[src/pota_ram.sv]
// Generic single-port RAM with registered read data.
// Standalone; used for the free-list link store.
module pota_ram #(
   parameter int WIDTH = 8,
   parameter int DEPTH = 256
) (
   input  logic                     clock,
   input  logic                     write_enable,
   input  logic [$clog2(DEPTH)-1:0] addr,
   input  logic [WIDTH-1:0]         wdata,
   output logic [WIDTH-1:0]         rdata
);

   logic [WIDTH-1:0] mem_ff [DEPTH];
   logic [WIDTH-1:0] rdata_ff;

   always_ff @(posedge clock) begin
      if (write_enable) begin
         mem_ff[addr] <= wdata;
      end
      rdata_ff <= mem_ff[addr];
   end

   assign rdata = rdata_ff;

endmodule

[config.mk]
export PLATFORM = sky130hd
export DESIGN_NAME = pota_ram
export DESIGN_NICKNAME = d
export VERILOG_FILES = /design/src/pota_ram.sv
export SDC_FILE = /design/constraint.sdc
export NUM_CORES = 2
export LEC_CHECK = 0
export BUFFER_PORTS_ARGS = -buffer_cell sky130_fd_sc_hd__buf_4
export CAP_MARGIN = 25
export CELL_PAD_IN_SITES_DETAIL_PLACEMENT = 1
export CELL_PAD_IN_SITES_GLOBAL_PLACEMENT = 1
export CORE_ASPECT_RATIO = 1.25
export CORE_MARGIN = 2
export CORE_UTILIZATION = 32
export CTS_CLUSTER_DIAMETER = 60
export DETAILED_ROUTE_END_ITERATION = 7
export GPL_TIMING_DRIVEN = 0
export MAX_ROUTING_LAYER = met4
export PLACE_DENSITY = 0.57
export SYNTH_ARGS = -nofsm -noshare
export SYNTH_HDL_FRONTEND = slang
export SYNTH_SLANG_ARGS = --single-unit
export TNS_END_PERCENT = 30
[constraint.sdc]
create_clock -name clock -period 4.85 [get_ports clock]
set_input_delay 0.97 -clock clock [delete_from_list [all_inputs] [get_ports clock]]
set_output_delay 0.97 -clock clock [all_outputs]
set_load 0.03 [all_outputs]
==> impl_summary.md <==
Outcome
The run finished, with violations left. The checks that failed: negative setup slack.

Logic synthesis
After synthesis, the most frequently instantiated cells are 2,048 x edfxtp_1, 512 x mux4_2, 256 x a22oi_1. The area share of the leading cell type in the synthesized netlist is 0.783. The cell count after synthesis came out at about 3,500. The most used flip-flop cell after synthesis is edfxtp_1.

Summed over all instances, the cell type with the most area after synthesis is edfxtp_1. The unique cell type count in the Yosys netlist is 22. The sequential element share of the synthesized area is 0.786. Among all cell types in the netlist, the one instantiated most often is edfxtp_1. The flop and latch count out of synthesis is between 2,000 and 2,500.

The number of nets in the synthesized netlist is approximately 3,600. A synthesized cell averages approximately 22 um^2. The count of yosys warnings during synthesis is 0. Yosys mapped a number of flops with a built-in enable equal to between 2,000 and 2,500. The post-synthesis instance area is roughly 0.078 mm^2. After synthesis, the share of flip-flops with an asynchronous set or reset is 0. After synthesis, the cell types taking the most area are edfxtp_1 78%, mux4_2 15%, a22oi_1 2.4%.

Setup path
The worst reg-to-reg path cell count is 5. The worst setup path is captured at a flop. For flop-to-flop paths, the worst setup slack is 1380 ps. The maximum single-stage delay on the critical path is a little over 800 ps. The endpoint required time on the critical path is roughly 5300 ps. The cell repeated most along the worst path is buf_2. The worst reg2reg path endpoint is rdata[6]. The signal arrival time at the worst endpoint is approximately 5500 ps. The worst setup path is launched from an input pin. The signal on the critical path passes through buf_2 > buf_2 > buf_2 > buf_2 > nor2b_1 > nand3_1 > clkbuf_2 > nor2_1. The maximum net fanout on the critical path is 10. On the critical path, the stage with the largest delay is an instance of nor2_1. The worst setup path is of the in -> reg kind. The launch instance of the worst register-to-register path is mem_ff[123][6].

Hold path
The worst hold path belongs to the class in -> reg. The worst hold path cell count is 1. The endpoint of the worst hold-timing path is mem_ff[207][2].

The start point of the worst hold path is wdata[2].

Power and ir drop
The power density over the cells is a little over 400 mW/mm^2. For this design the total switching power over the nets is around 0.0082 W. The leakage power total is around 27 nW. The net switching fraction of the power is 0.222.

Power comes to between 0.03 and 0.04 W. The highest ir drop seen on vdd is about 280 uV. The share of total power in combinational logic is 0.051. The internal power of the cells totals 0.0289 W. The share of total power dissipated in sequential elements is 0.528. Of the total power, the clock network draws 0.421.

Floorplanning
The full die area is between 0.2 and 0.25 mm^2. For this configuration, the core starts out at a cell density of 0.321. Pin placement for this block handled 26 I/O pins. The core region area is approximately 0.24 mm^2. The number of placement rows is just over 200. The die is 447 um wide.

The floorplan step set the die height to 558 um.

Finish
The final layout contains 3,855 nets. The relative area change from synthesis to final layout is 15.0%. At the end of the flow the core is filled with cells to 0.370.

The proportion of layout cells with a drive suffix above 1 is 0.261.

Detailed routing
The routed length per instance is between 30 and 40 um. The detail route stage leaves a number of antenna-violating nets equal to 0. Summed over all layers, the routed wires come to roughly 230,000 um. The total via count after detailed routing is between 30,000 and 40,000. The first routing iteration left between 3,000 and 4,000 violations. The remaining design rule violation count is 0.

The length of the first detailed-routing pass in iterations is 5. In the routed layout, each cell is associated on average with a via count of 5.25.

CTS
The buffer cell driving the clock tree root is clkbuf_16. The deepest clock path buffer count is 4. The total of hold buffers inserted after clock tree synthesis is 0. The number of H-tree levels is 4.

Clock-pin slew was measured on the worst setup and hold paths at around 60 ps. The TritonCTS buffer count is between 200 and 250. The CTS tree is yes. The clock drives 2,056 sinks. For the worst-skew pair, the clock arrives at the later sink with an insertion delay of about 860 ps.

Timing
Dividing the final minimum period by the clock period gives 1.03. The number of slew-limit violations in the final report is 0. Across the routed clock network, the largest skew measured is between 60 and 70 ps. The final worst-path setup slack is -149 ps. On the final layout, the worst hold slack is roughly 460 ps.

The final-report setup violation count is 171. Headroom to the max-slew limit came out at 0.239. The time the worst path needs with I/O delays and setup is 5000 ps. Setup repair after global routing could not meet its margin everywhere. For the pin with the worst max-slew slack, the measured transition is between 1000 and 1500 ps. The final-report hold violation count is 0. Based on the critical path, the design can be clocked at up to around 200 MHz.

Global route
The number of antenna violations at the first check in global routing is 11. Entering global routing, the biggest net connects roughly 140 pins. Across every metal layer, demand over resource in global routing totals 0.193. The first-pass GRT wire length is 326,000 um.

The number of global-route vias before repair is around 41,000. The residual overflow from global routing is 0.

Placed design
The congestion estimate from routability-driven global placement came to 0.900. The placed wire-length estimate is 156,000 um. In this run the tool buffered the top-level ports with 21 buffer cells. OpenSTA, run right after detailed placement, puts the worst setup slack at -1160 ps.

Flow run
The number of maximum-capacitance violations is 0.
cells by family (layout without fill, tap and decap cells):
family | count (synthesis) | count (layout) | synth area share
compound gates | 416 | 416 | 0.0362
buf+inv | 233 | 674 | 0.0140
flops | 2056 | 2056 | 0.786
mux | 512 | 512 | 0.147
other cells | 0 | 7 | 0
simple gates | 330 | 330 | 0.0173
cell usage in the layout, fill, tap and decap left out, drive strengths merged:
cell	n
mux4	512
o41ai	32
nor3	30
clkinv	85
bufinv	15
dfxtp	8
nand4	8
clkbuf	392
inv	8
nand2	28
and2	3
diode	7
clkinvlp	7
edfxtp	2048
a22oi	256
nor2	232
nand2b	6
nor2b	7
buf	167
or2	2
or3	1
a21oi	128
nand3	13
critical path, delay by kind of cell:
| family | cells | cell delay [ps] |
|---|---|---|
| buffers and inverters | 5 | 2550 |
| AND/OR/NAND/NOR | 3 | 1880 |
repair_timing:
item / CTS / global route
buffers inserted: 0 / 0
gates resized for setup: 53 / 18
setup endpoints to repair: 470 / 194
how the worst max path moves through the flow:
stage | from | to | slack, ps | cells past startpoint
finish | addr[1] | mem_ff[74][7] | -150 | 8
global route | addr[1] | mem_ff[74][7] | -80 | 8
CTS | addr[1] | mem_ff[74][7] | -190 | 8
detailed placement | addr[1] | mem_ff[190][5] | -1160 | 8
global placement | addr[3] | mem_ff[240][1] | -2020 | 7
floorplan | addr[1] | mem_ff[111][0] | 1660 | 9
layer usage:
layer  vias up  track usage  share of wire
met2      1290        0.327           0.52
met1     20900        0.231           0.38
met4         0       0.0751          0.043
li1      15700            -              -
met3       390       0.0294          0.059
met5         -            -              0
cell type report:
class / instances / area (um^2)
plain buffers: 232 / 1120
diodes: 7 / 17.5
inverters: 1 / 3.75
well taps: 3280 / 4100
clock buffers: 247 / 5350
clock inverters: 114 / 1050
flip-flops and latches: 2056 / 61700
multi-input cells: 1258 / 16000
repair buffers: 80 / 1020
fillers: 23600 / 154000
registers in the layout, indices dropped and copies added (netlist names):
signal  flops
mem_ff   2048
rdata       8
per-stage QoR:
stage / setup TNS [ps] / std cells / cell area (um^2)
2_1_floorplan: 0 / 3547 / 78500
3_3_place_gp: -2310020 / 6848 / 82800
3_5_place_dp: -1077290 / 6901 / 83600
4_1_cts: -9410 / 7262 / 90200
5_1_grt: -3040 / 7273 / 90300
6_report: -8170 / 7275 / 90300
power groups by stage:
stage	logic, W	clock network, W	registers [W]
CTS	0.00192	0.0158	0.0196
floorplan	0.000870	0	0.0200
finish	0.00190	0.0156	0.0196
global placement	0.00182	0	0.0200
global route	0.00198	0.0164	0.0196
detailed placement	0.00192	0	0.0200
No activity file was read; power rests on OpenSTA's default activity.
