## src/pota_pkg.sv

```systemverilog
// Shared types, constants and helper functions of the power-of-two allocator.
// Used by the control, top-level and checker modules; depends on nothing.
package pota_pkg;

   localparam int NUM_PAGES   = 16;
   localparam int PAGE_BYTES  = 4096;
   localparam int MIN_BLOCK   = 16;
   localparam int NUM_CLASSES = 9;
   localparam int PAGE_W      = 4;
   localparam int OFF_W       = 12;
   localparam int UNIT_W      = 12;
   localparam int LINK_W      = 13;
   localparam int CLS_W       = 4;
   localparam int CNT_W       = 5;
   localparam int BLK_W       = 8;
   localparam int MINSH       = 4;
   localparam int UNITS       = NUM_PAGES * (PAGE_BYTES / MIN_BLOCK);

   localparam logic CMD_ALLOC = 1'b0;
   localparam logic CMD_FREE  = 1'b1;

   localparam logic [1:0] ST_OK       = 2'd0;
   localparam logic [1:0] ST_TOO_BIG  = 2'd1;
   localparam logic [1:0] ST_NO_MEM   = 2'd2;

   typedef struct packed {
      logic        command;
      logic [15:0] request_size;
      logic [15:0] block_address;
   } req_type;

   typedef struct packed {
      logic [1:0]  status;
      logic [15:0] granted_address;
      logic [12:0] granted_size;
   } rsp_type;

   typedef struct packed {
      logic              write_enable;
      logic [UNIT_W-1:0] addr;
      logic [LINK_W-1:0] wdata;
   } ram_req_type;

   // Smallest class whose block holds the request; callers guarantee
   // the request does not exceed one page.
   function automatic logic [CLS_W-1:0] class_of(input logic [15:0] req);
      logic [CLS_W-1:0] cls;
      cls = CLS_W'(NUM_CLASSES - 1);
      for (int c = NUM_CLASSES - 1; c >= 0; c--) begin
         if ({1'b0, req} <= 17'(MIN_BLOCK << c)) begin
            cls = CLS_W'(c);
         end
      end
      return cls;
   endfunction

endpackage

```

## src/pota_ctrl.sv

```systemverilog
// Sequencer of the allocator: class heads, page table, carving walk.
// Depends on pota_pkg; drives the link RAM through a request struct.
module pota_ctrl import pota_pkg::*; (
   input  logic              clock,
   input  logic              reset,
   input  logic              csr_write_enable,
   input  logic [CNT_W-1:0]  csr_write_data,
   input  logic              req_valid,
   output logic              req_stall,
   input  req_type           req_word,
   output ram_req_type       ram_req,
   input  logic [LINK_W-1:0] ram_rdata,
   input  logic              res_free,
   output logic              res_load,
   output rsp_type           res_word
);

   localparam logic [2:0] S_IDLE   = 3'd0;
   localparam logic [2:0] S_DECODE = 3'd1;
   localparam logic [2:0] S_POP    = 3'd2;
   localparam logic [2:0] S_CARVE  = 3'd3;
   localparam logic [2:0] S_RESP   = 3'd4;

   logic [2:0]        state_ff, state_in;
   req_type           item_ff, item_in;
   rsp_type           result_ff, result_in;
   logic [CLS_W-1:0]  cls_ff, cls_in;
   logic [PAGE_W-1:0] page_ff, page_in;
   logic [BLK_W-1:0]  idx_ff, idx_in;
   logic [CNT_W-1:0]  pages_used_ff, pages_used_in;
   logic [CNT_W-1:0]  page_limit_ff;
   logic [LINK_W-1:0] head_ff [NUM_CLASSES];
   logic [CLS_W-1:0]  page_class_ff [NUM_PAGES];

   logic              head_we;
   logic [CLS_W-1:0]  head_idx;
   logic [LINK_W-1:0] head_wdata;
   logic              pc_we;

   logic [PAGE_W-1:0] f_page;
   logic [OFF_W-1:0]  f_off;
   logic [CLS_W-1:0]  f_cls;
   logic [OFF_W-1:0]  f_mask;
   logic              f_ok;
   logic [CLS_W-1:0]  a_cls;
   logic [CNT_W-1:0]  limit;
   logic [BLK_W-1:0]  carve_off;
   logic [LINK_W-1:0] head_rd;

   assign req_stall = (state_ff != S_IDLE);
   assign res_word  = result_ff;

   always_comb begin
      f_page    = item_ff.block_address[15:OFF_W];
      f_off     = item_ff.block_address[OFF_W-1:0];
      f_cls     = page_class_ff[f_page];
      f_mask    = OFF_W'((13'd1 << (f_cls + CLS_W'(MINSH))) - 13'd1);
      f_ok      = ({1'b0, f_page} < pages_used_ff) && ((f_off & f_mask) == '0);
      a_cls     = class_of(item_ff.request_size);
      limit     = (page_limit_ff > CNT_W'(NUM_PAGES)) ? CNT_W'(NUM_PAGES) : page_limit_ff;
      carve_off = BLK_W'(idx_ff << cls_ff);
      head_rd   = head_ff[(state_ff == S_DECODE) ?
                          ((item_ff.command == CMD_FREE) ? f_cls : a_cls) : cls_ff];
   end

   always_comb begin
      state_in      = state_ff;
      item_in       = item_ff;
      result_in     = result_ff;
      cls_in        = cls_ff;
      page_in       = page_ff;
      idx_in        = idx_ff;
      pages_used_in = pages_used_ff;
      head_we       = 1'b0;
      head_idx      = cls_ff;
      head_wdata    = '0;
      pc_we         = 1'b0;
      ram_req       = '0;
      res_load      = 1'b0;
      case (state_ff)
         S_IDLE: begin
            if (req_valid) begin
               item_in  = req_word;
               state_in = S_DECODE;
            end
         end
         S_DECODE: begin
            result_in = '0;
            state_in  = S_RESP;
            if (item_ff.command == CMD_FREE) begin
               if (f_ok) begin
                  ram_req.write_enable = 1'b1;
                  ram_req.addr         = item_ff.block_address[15:MINSH];
                  ram_req.wdata        = head_rd;
                  head_we    = 1'b1;
                  head_idx   = f_cls;
                  head_wdata = LINK_W'(item_ff.block_address[15:MINSH]) + LINK_W'(1);
               end
            end else if ({1'b0, item_ff.request_size} > 17'(PAGE_BYTES)) begin
               result_in.status = ST_TOO_BIG;
            end else begin
               cls_in = a_cls;
               if (head_rd != '0) begin
                  // Read the link of the head block; the data returns next cycle.
                  ram_req.addr              = UNIT_W'(head_rd - LINK_W'(1));
                  result_in.granted_address = {UNIT_W'(head_rd - LINK_W'(1)), 4'd0};
                  result_in.granted_size    = 13'(MIN_BLOCK << a_cls);
                  state_in                  = S_POP;
               end else if (pages_used_ff >= limit) begin
                  result_in.status = ST_NO_MEM;
               end else begin
                  pc_we                     = 1'b1;
                  page_in                   = PAGE_W'(pages_used_ff);
                  pages_used_in             = pages_used_ff + CNT_W'(1);
                  idx_in                    = BLK_W'((9'd256 >> a_cls) - 9'd1);
                  result_in.granted_address = {PAGE_W'(pages_used_ff), 12'd0};
                  result_in.granted_size    = 13'(MIN_BLOCK << a_cls);
                  if (a_cls != CLS_W'(NUM_CLASSES - 1)) begin
                     state_in = S_CARVE;
                  end
               end
            end
         end
         S_POP: begin
            head_we    = 1'b1;
            head_wdata = ram_rdata;
            state_in   = S_RESP;
         end
         S_CARVE: begin
            // Push blocks from the top of the page down so block 1 ends at the head.
            ram_req.write_enable = 1'b1;
            ram_req.addr         = {page_ff, carve_off};
            ram_req.wdata        = head_rd;
            head_we    = 1'b1;
            head_wdata = LINK_W'({page_ff, carve_off}) + LINK_W'(1);
            idx_in     = idx_ff - BLK_W'(1);
            if (idx_ff == BLK_W'(1)) begin
               state_in = S_RESP;
            end
         end
         S_RESP: begin
            if (res_free) begin
               res_load = 1'b1;
               state_in = S_IDLE;
            end
         end
         default: begin
            state_in = S_IDLE;
         end
      endcase
   end

   always_ff @(posedge clock) begin
      if (reset) begin
         state_ff      <= S_IDLE;
         pages_used_ff <= '0;
         page_limit_ff <= CNT_W'(NUM_PAGES);
         for (int c = 0; c < NUM_CLASSES; c++) begin
            head_ff[c] <= '0;
         end
      end else begin
         state_ff      <= state_in;
         pages_used_ff <= pages_used_in;
         if (csr_write_enable) begin
            page_limit_ff <= csr_write_data;
         end
         if (head_we) begin
            head_ff[head_idx] <= head_wdata;
         end
      end
   end

   always_ff @(posedge clock) begin
      item_ff   <= item_in;
      result_ff <= result_in;
      cls_ff    <= cls_in;
      page_ff   <= page_in;
      idx_ff    <= idx_in;
      if (pc_we) begin
         page_class_ff[PAGE_W'(pages_used_ff)] <= a_cls;
      end
   end

endmodule

```

## config.mk

```make
export PLATFORM = sky130hd
export DESIGN_NAME = pota_ctrl
export DESIGN_NICKNAME = d
export VERILOG_FILES = /design/src/pota_pkg.sv /design/src/pota_ctrl.sv
export SDC_FILE = /design/constraint.sdc
export NUM_CORES = 1
export LEC_CHECK = 0
export ABC_AREA = 1
export BUFFER_PORTS_ARGS = -buffer_cell sky130_fd_sc_hd__buf_2
export CORE_MARGIN = 2
export CORE_UTILIZATION = 55
export CTS_CLUSTER_DIAMETER = 80
export DETAILED_ROUTE_END_ITERATION = 12
export PLACE_DENSITY_LB_ADDON = 0.2
export SLEW_MARGIN = 20
export SYNTH_ARGS = -nofsm -noshare
export SYNTH_HDL_FRONTEND = slang
export SYNTH_SLANG_ARGS = --single-unit
export TNS_END_PERCENT = 100
```

## constraint.sdc

```tcl
create_clock -name clock -period 14.9 [get_ports clock]
set_input_delay 3.725 -clock clock [delete_from_list [all_inputs] [get_ports clock]]
set_output_delay 3.725 -clock clock [all_outputs]
set_load 0.02 [all_outputs]
```

==> impl_metrics.py, run 1 <==
metrics = {
    "outcome": {
        "status": "finished clean",
    },
    "synth": {
        "synth_edf_count": 344,
        "netlist_top_cells_area": "edfxtp_1, nand2_1, nor2_1",
        "synth_top_family_by_area": "simple AND/OR/NAND/NOR gates",
        "synthMuxAreaShare_pct": 0,
        "async_flop_share_pct": 0,
        "synth_top_area_share_pct": 57.41,
        "synth_adder_area_share_pct": 1.321,
        "seq_area_frac_synth_pct": 59.30,
        "yosysWarnings": 0,
        "syn_area_per_cell_um2": 9.551,
        "yosysTopAreaCell": "edfxtp_1",
        "ys_dominant_reg_cell": "edfxtp_1",
        "syn_area_mm2": 0.01799,
        "syn-instance-count": 1884,
        "synth_seq_cells": 361,
        "yosys.area_share.simple_pct": 23.77,
        "synth_compound_area_share_pct": 7.127,
        "synthXorXnorAreaFrac_pct": 0.7301,
        "ys_types": 57,
    },
    "cts": {
        "clk_latency_ns": 0.56,
        "cts_setup_buffers": 0,
        "path_clk_slew_ns": 0.06,
        "cts_buffer_depth": 3,
        "numCtsBuffers": 39,
        "h-tree-depth": 2,
        "cts_root_buf": "clkbuf_16",
        "cts_tree": "yes",
        "ctsResizeCount": 0,
        "cts.sinks": 361,
        "cts_hold_buf": 0,
    },
    "global_route": {
        "antenna_found_initial": 0,
        "grt_pass1_vias": 13329,
        "grt_max_degree": 88,
        "grt.total_usage_pct": 29.88,
        "grt_pass1_wl_um": 76800,
        "grt_overflow": 0,
    },
    "setup_path": {
        "cp-start-kind": "flop",
        "cp_slowest_stage_delay_ns": 0.76,
        "cp.required_ns": 11.18,
        "r2r_slack_ns": 8.68,
        "criticalPathCategory": "flop to output pin",
        "path_max_fanout": 87,
        "r2r-end": "page_class_ff[0][2]$_DFFE_PP_",
        "reg2reg_depth": 26,
        "arrival_ns": 6.28,
        "crit_path_end": "ram_req[13]",
        "path_common_cell": "nand2_1",
        "crit_path_top_delay_cell": "buf_4",
        "cp-end-kind": "output pin",
    },
    "timing": {
        "hold_violations": 0,
        "setup-violations-final": 0,
        "max_slew_margin_pct": 21.64,
        "period_needed_ns": 10.00,
        "fin_skew_ns": 0.02305,
        "fin_setup_tns_ns": 0,
        "max_freq_mhz": 99.98,
        "rsz0062_at_grt": "no",
        "fin_crit_sh_pct": 67.13,
        "slew_viol_final": 0,
        "worst_slew_pin_slew_ns": 1.175,
    },
    "cells_and_area": {
        "area_growth_pct": 11.31,
        "drive_gt1_share_pct": 12.95,
        "layout.nets": 2048,
        "final_cell_area_mm2": 0.02003,
        "fillers": 2728,
        "layout_common_cells": "nand2_1, edfxtp_1, nor2_1, nand3_1, inv_1",
        "final_common_cell": "nand2_1",
        "diodes": 0,
    },
    "power_and_ir_drop": {
        "p_leak_nw": 8.049,
        "p_sw_mw": 0.7576,
        "internal_power_mw": 1.792,
        "switching_share_pct": 29.72,
        "report.power.total_mw": 2.549,
        "clkPwrFrac_pct": 36.7,
        "ir_worst_vdd_mv": 0.09865,
        "p_per_area_mw_per_mm2": 127.3,
        "p_seq_share_pct": 45.5,
        "comb_power_share_pct": 17.7,
    },
    "flow_run": {
        "drv_cap": 0,
    },
    "floorplanning": {
        "num_rows": 66,
        "die_w_um": 184.9,
        "dieHeight_um": 184.9,
        "core-area_mm2": 0.03237,
        "io_pins": 115,
        "start_util_pct": 55.59,
        "dieArea_mm2": 0.03418,
    },
    "place": {
        "io_buffers": 106,
        "dpl_cell_area_mm2": 0.01881,
        "dpl.hpwl_um": 34030,
        "place.gp.congestion": 0.9905,
    },
    "routing": {
        "drt_iter0_drc": 1781,
        "ant_nets": 0,
        "dr.pass1.iters": 8,
        "vias_per_cell": 5.748,
        "wirelength_um": 50340,
        "drc": 0,
        "avgRoutedWirePerCell_um": 20.61,
        "vias": 14036,
    },
    "hold_path": {
        "hp-start": "page_limit_ff[0]$_SDFFE_PP0P_",
        "hold_path.class": "flop to flop",
    },
}
[registers in the layout, summed over array words and instances, names as in the netlist, named ones only]
register / count
cls_ff: 4
f_off: 12
f_page: 4
head_ff: 208
idx_ff: 8
item_ff: 17
page_class_ff: 64
page_ff: 4
page_limit_ff: 5
pages_used_ff: 5
res_word: 23
state_ff: 3
[worst max-delay path: cells and delay by family, from the launching register on]
kind | cells | cell delay, ns
adders and majority gates | 1 | 0.22
buffers and inverters | 7 | 1.86
DFF | 1 | 0.70
and+or+nand+nor | 12 | 1.71
AOI/OAI and AO/OA | 6 | 1.13
[synthesized netlist by cell type, types with 6 or more instances]
master / n
a21oi_1: 29
a32o_1: 6
buf_2: 19
buf_4: 17
buf_6: 14
clkbuf_1: 39
dfxtp_1: 17
edfxtp_1: 344
ha_1: 19
inv_1: 208
inv_2: 18
nand2_1: 346
nand2_2: 15
nand3_1: 219
nand3b_1: 31
nand4_1: 9
nor2_1: 293
nor3_1: 18
nor4_1: 8
o211ai_1: 21
o21ai_0: 58
o21ai_1: 26
o221ai_1: 13
o22ai_1: 8
or2_1: 10
xor2_1: 15
[power by group through the flow]
stage / combinational (mW) / sequential (mW) / clock [mW]
2_1_floorplan: 0.313 / 1.18 / 0
3_5_place_dp: 0.439 / 1.18 / 0
3_3_place_gp: 0.435 / 1.18 / 0
5_1_grt: 0.491 / 1.16 / 0.983
4_1_cts: 0.442 / 1.16 / 0.945
6_report: 0.451 / 1.16 / 0.937
[stage by stage]
step / setup WS, ns / cells / hold slack, ns / util (%)
global placement: 5.714 / 2374 / 0.4637 / 58.09
global route: 4.459 / 2442 / 0.5460 / 61.87
detailed placement: 5.609 / 2374 / 0.4727 / 58.09
floorplan: 6.927 / 1891 / 0.4343 / -
finish: 4.898 / 2442 / 0.4768 / 61.87
CTS: 5.004 / 2442 / 0.4786 / 61.87
[final cells by class]
class | instances | area, µm² | area share (%)
flip-flops and latches | 361 | 10670 | 53.28
repair buffers | 131 | 718.2 | 3.586
clock buffers | 50 | 1037 | 5.179
well taps | 442 | 553.0 | 2.761
inverters | 229 | 859.6 | 4.292
multi-input cells | 1211 | 6005 | 29.98
clock inverters | 18 | 185.2 | 0.9246
[metal layers]
metal,track usage [%],up-vias,part of all wire [%]
met5,0,-,0
li1,-,6524,-
met3,5.289,113,10
met2,45.86,789,45
met1,42.94,6610,42
met4,10.79,0,3.3
[how the worst min path moves through the flow]
stage,to,slack [ns],cells after the start
after floorplan,page_limit_ff[0]$_SDFFE_PP0P_,0.43,2
after global placement,page_limit_ff[0]$_SDFFE_PP0P_,0.46,2
after detailed placement,page_limit_ff[0]$_SDFFE_PP0P_,0.47,2
after CTS,page_limit_ff[0]$_SDFFE_PP0P_,0.48,2
after global routing,page_limit_ff[0]$_SDFFE_PP0P_,0.55,2
final,page_limit_ff[0]$_SDFFE_PP0P_,0.48,2
[cell families (layout without fill, tap and decap cells)]
group	after synthesis	after routing
flops	361	361
buf+inv	319	428
compound gates	198	198
other cells	1	8
xor+xnor	15	15
simple gates	971	971
fa+ha+maj	19	19
Power figures use the tool's default switching activity.
==> inputs of run 2 (changes only) <==
- clock period: 14.9 -> 8.6 ns (I/O delays scaled with it)
==> impl_metrics.py, run 2 (synthesis gave the netlist of run 1 again) <==
metrics = {
    "routing": {
        "wirelength_um": 51510,
        "vias": 14252,
        "avgRoutedWirePerCell_um": 21.00,
        "drc": 0,
        "dr.pass1.iters": 6,
        "drt_iter0_drc": 1734,
        "vias_per_cell": 5.810,
        "ant_nets": 0,
    },
    "cts": {
        "path_clk_slew_ns": 0.06,
        "cts_tree": "yes",
        "cts.sinks": 361,
        "cts_hold_buf": 0,
        "clk_latency_ns": 0.58,
        "cts_root_buf": "clkbuf_16",
        "cts_setup_buffers": 0,
        "ctsResizeCount": 0,
        "numCtsBuffers": 40,
        "cts_buffer_depth": 3,
        "h-tree-depth": 2,
    },
    "timing": {
        "max_freq_mhz": 127.6,
        "slew_viol_final": 0,
        "period_needed_ns": 7.835,
        "worst_slew_pin_slew_ns": 1.032,
        "hold_violations": 0,
        "hold_ws_ns": 0.4664,
        "setup-violations-final": 0,
        "fin_setup_tns_ns": 0,
        "rsz0062_at_grt": "no",
        "fin_skew_ns": 0.03636,
        "max_slew_margin_pct": 31.13,
        "fin_crit_sh_pct": 91.10,
    },
    "floorplanning": {
        "dieArea_mm2": 0.03418,
        "core-area_mm2": 0.03237,
        "num_rows": 66,
        "die_w_um": 184.9,
        "dieHeight_um": 184.9,
        "io_pins": 115,
        "start_util_pct": 55.59,
    },
    "setup_path": {
        "cp_slowest_stage_delay_ns": 0.70,
        "path_max_fanout": 46,
        "arrival_ns": 5.68,
        "path_common_cell": "nand2_1",
        "cp.required_ns": 6.45,
        "reg2reg_depth": 22,
        "crit_path_top_delay_cell": "dfxtp_1",
        "cp-end-kind": "output pin",
        "cp-start-kind": "flop",
        "criticalPathCategory": "flop to output pin",
    },
    "place": {
        "io_buffers": 106,
        "place.gp.congestion": 0.9824,
        "dpl.hpwl_um": 35390,
        "dpl_cell_area_mm2": 0.01887,
    },
    "power_and_ir_drop": {
        "p_per_area_mw_per_mm2": 219.7,
        "p_leak_nw": 8.099,
        "ir_worst_vdd_mv": 0.2103,
        "report.power.total_mw": 4.418,
    },
    "cells_and_area": {
        "final_common_cell": "nand2_1",
        "layout_common_cells": "nand2_1, edfxtp_1, nor2_1, nand3_1, inv_1",
        "largest_register": "head_ff",
        "area_growth_pct": 11.74,
        "layout.nets": 2054,
        "fillers": 2697,
        "diodes": 0,
        "final_util_pct": 62.11,
        "final_cell_area_mm2": 0.02011,
        "largest_reg_flops": 208,
        "drive_gt1_share_pct": 13.38,
    },
    "global_route": {
        "antenna_found_initial": 0,
        "grt_pass1_wl_um": 77400,
        "grt_max_degree": 47,
        "grt_pass1_vias": 13424,
        "grt.total_usage_pct": 30.41,
        "grt_overflow": 0,
    },
    "hold_path": {
        "hp-start": "page_limit_ff[0]$_SDFFE_PP0P_",
        "min_path_cells": 2,
        "hold_path.class": "flop to flop",
    },
    "outcome": {
        "status": "finished clean",
    },
    "flow_run": {
        "drv_cap": 0,
    },
}
run 2: changes by cell type in the layout (fill, tap and decap cells not counted), moves of 2 or more:
cell      previous run  this run
clkinv_1             8        11
buf_4               25        29
clkinv_4             0         2
clkinv_2             4         7
run 2: per-stage QoR:
stage               instances  setup WS (ns)
global placement         2378          1.241
CTS                      2453         0.4589
detailed placement       2379          1.066
global route             2453         0.3330
finish                   2453         0.7655
floorplan                1891          2.603
run 2: worst max-delay path: cells and delay by family (launching register included):
kind	cells	cell delay, ns
AND/OR/NAND/NOR	16	2.23
buffers and inverters	5	1.46
flip-flops	1	0.70
AO/OA/AOI/OAI	4	0.48
adder cells (fa/ha/maj)	1	0.18
run 2: path summary, 6_finish.rpt:
check | to | slack, ns
worst max-delay path | ram_req[13] | 0.77
worst min-delay path | page_limit_ff[0]$_SDFFE_PP0P_ | 0.47
worst max register to register | head_ff[8][3]$_SDFFCE_PN0P_ | 2.76
worst min register to register | page_limit_ff[0]$_SDFFE_PP0P_ | 0.47
run 2: metal layers:
| layer | vias to the layer above | wire length, µm | global-route usage [%] |
|---|---|---|---|
| li1 | 6549 | - | - |
| met1 | 6767 | 21600 | 43.91 |
| met2 | 831 | 22490 | 45.03 |
| met3 | 105 | 5664 | 6.528 |
| met4 | 0 | 1758 | 12.13 |
| met5 | - | 0 | 0 |
run 2: where the power goes:
group          total, mW  internal, mW  switching (mW)
registers           2.02          1.97          0.0414
clock network       1.62         0.913           0.710
logic              0.780         0.217           0.563
run 2: final cells by class:
type	instances	area (µm²)	share of cell area, %
inverters	229	862.1	4.287
flip-flops and latches	361	10670	53.07
multi-input cells	1211	6011	29.89
well taps	442	553.0	2.750
clock buffers	51	1062	5.283
repair buffers	136	775.7	3.858
clock inverters	23	172.7	0.8587
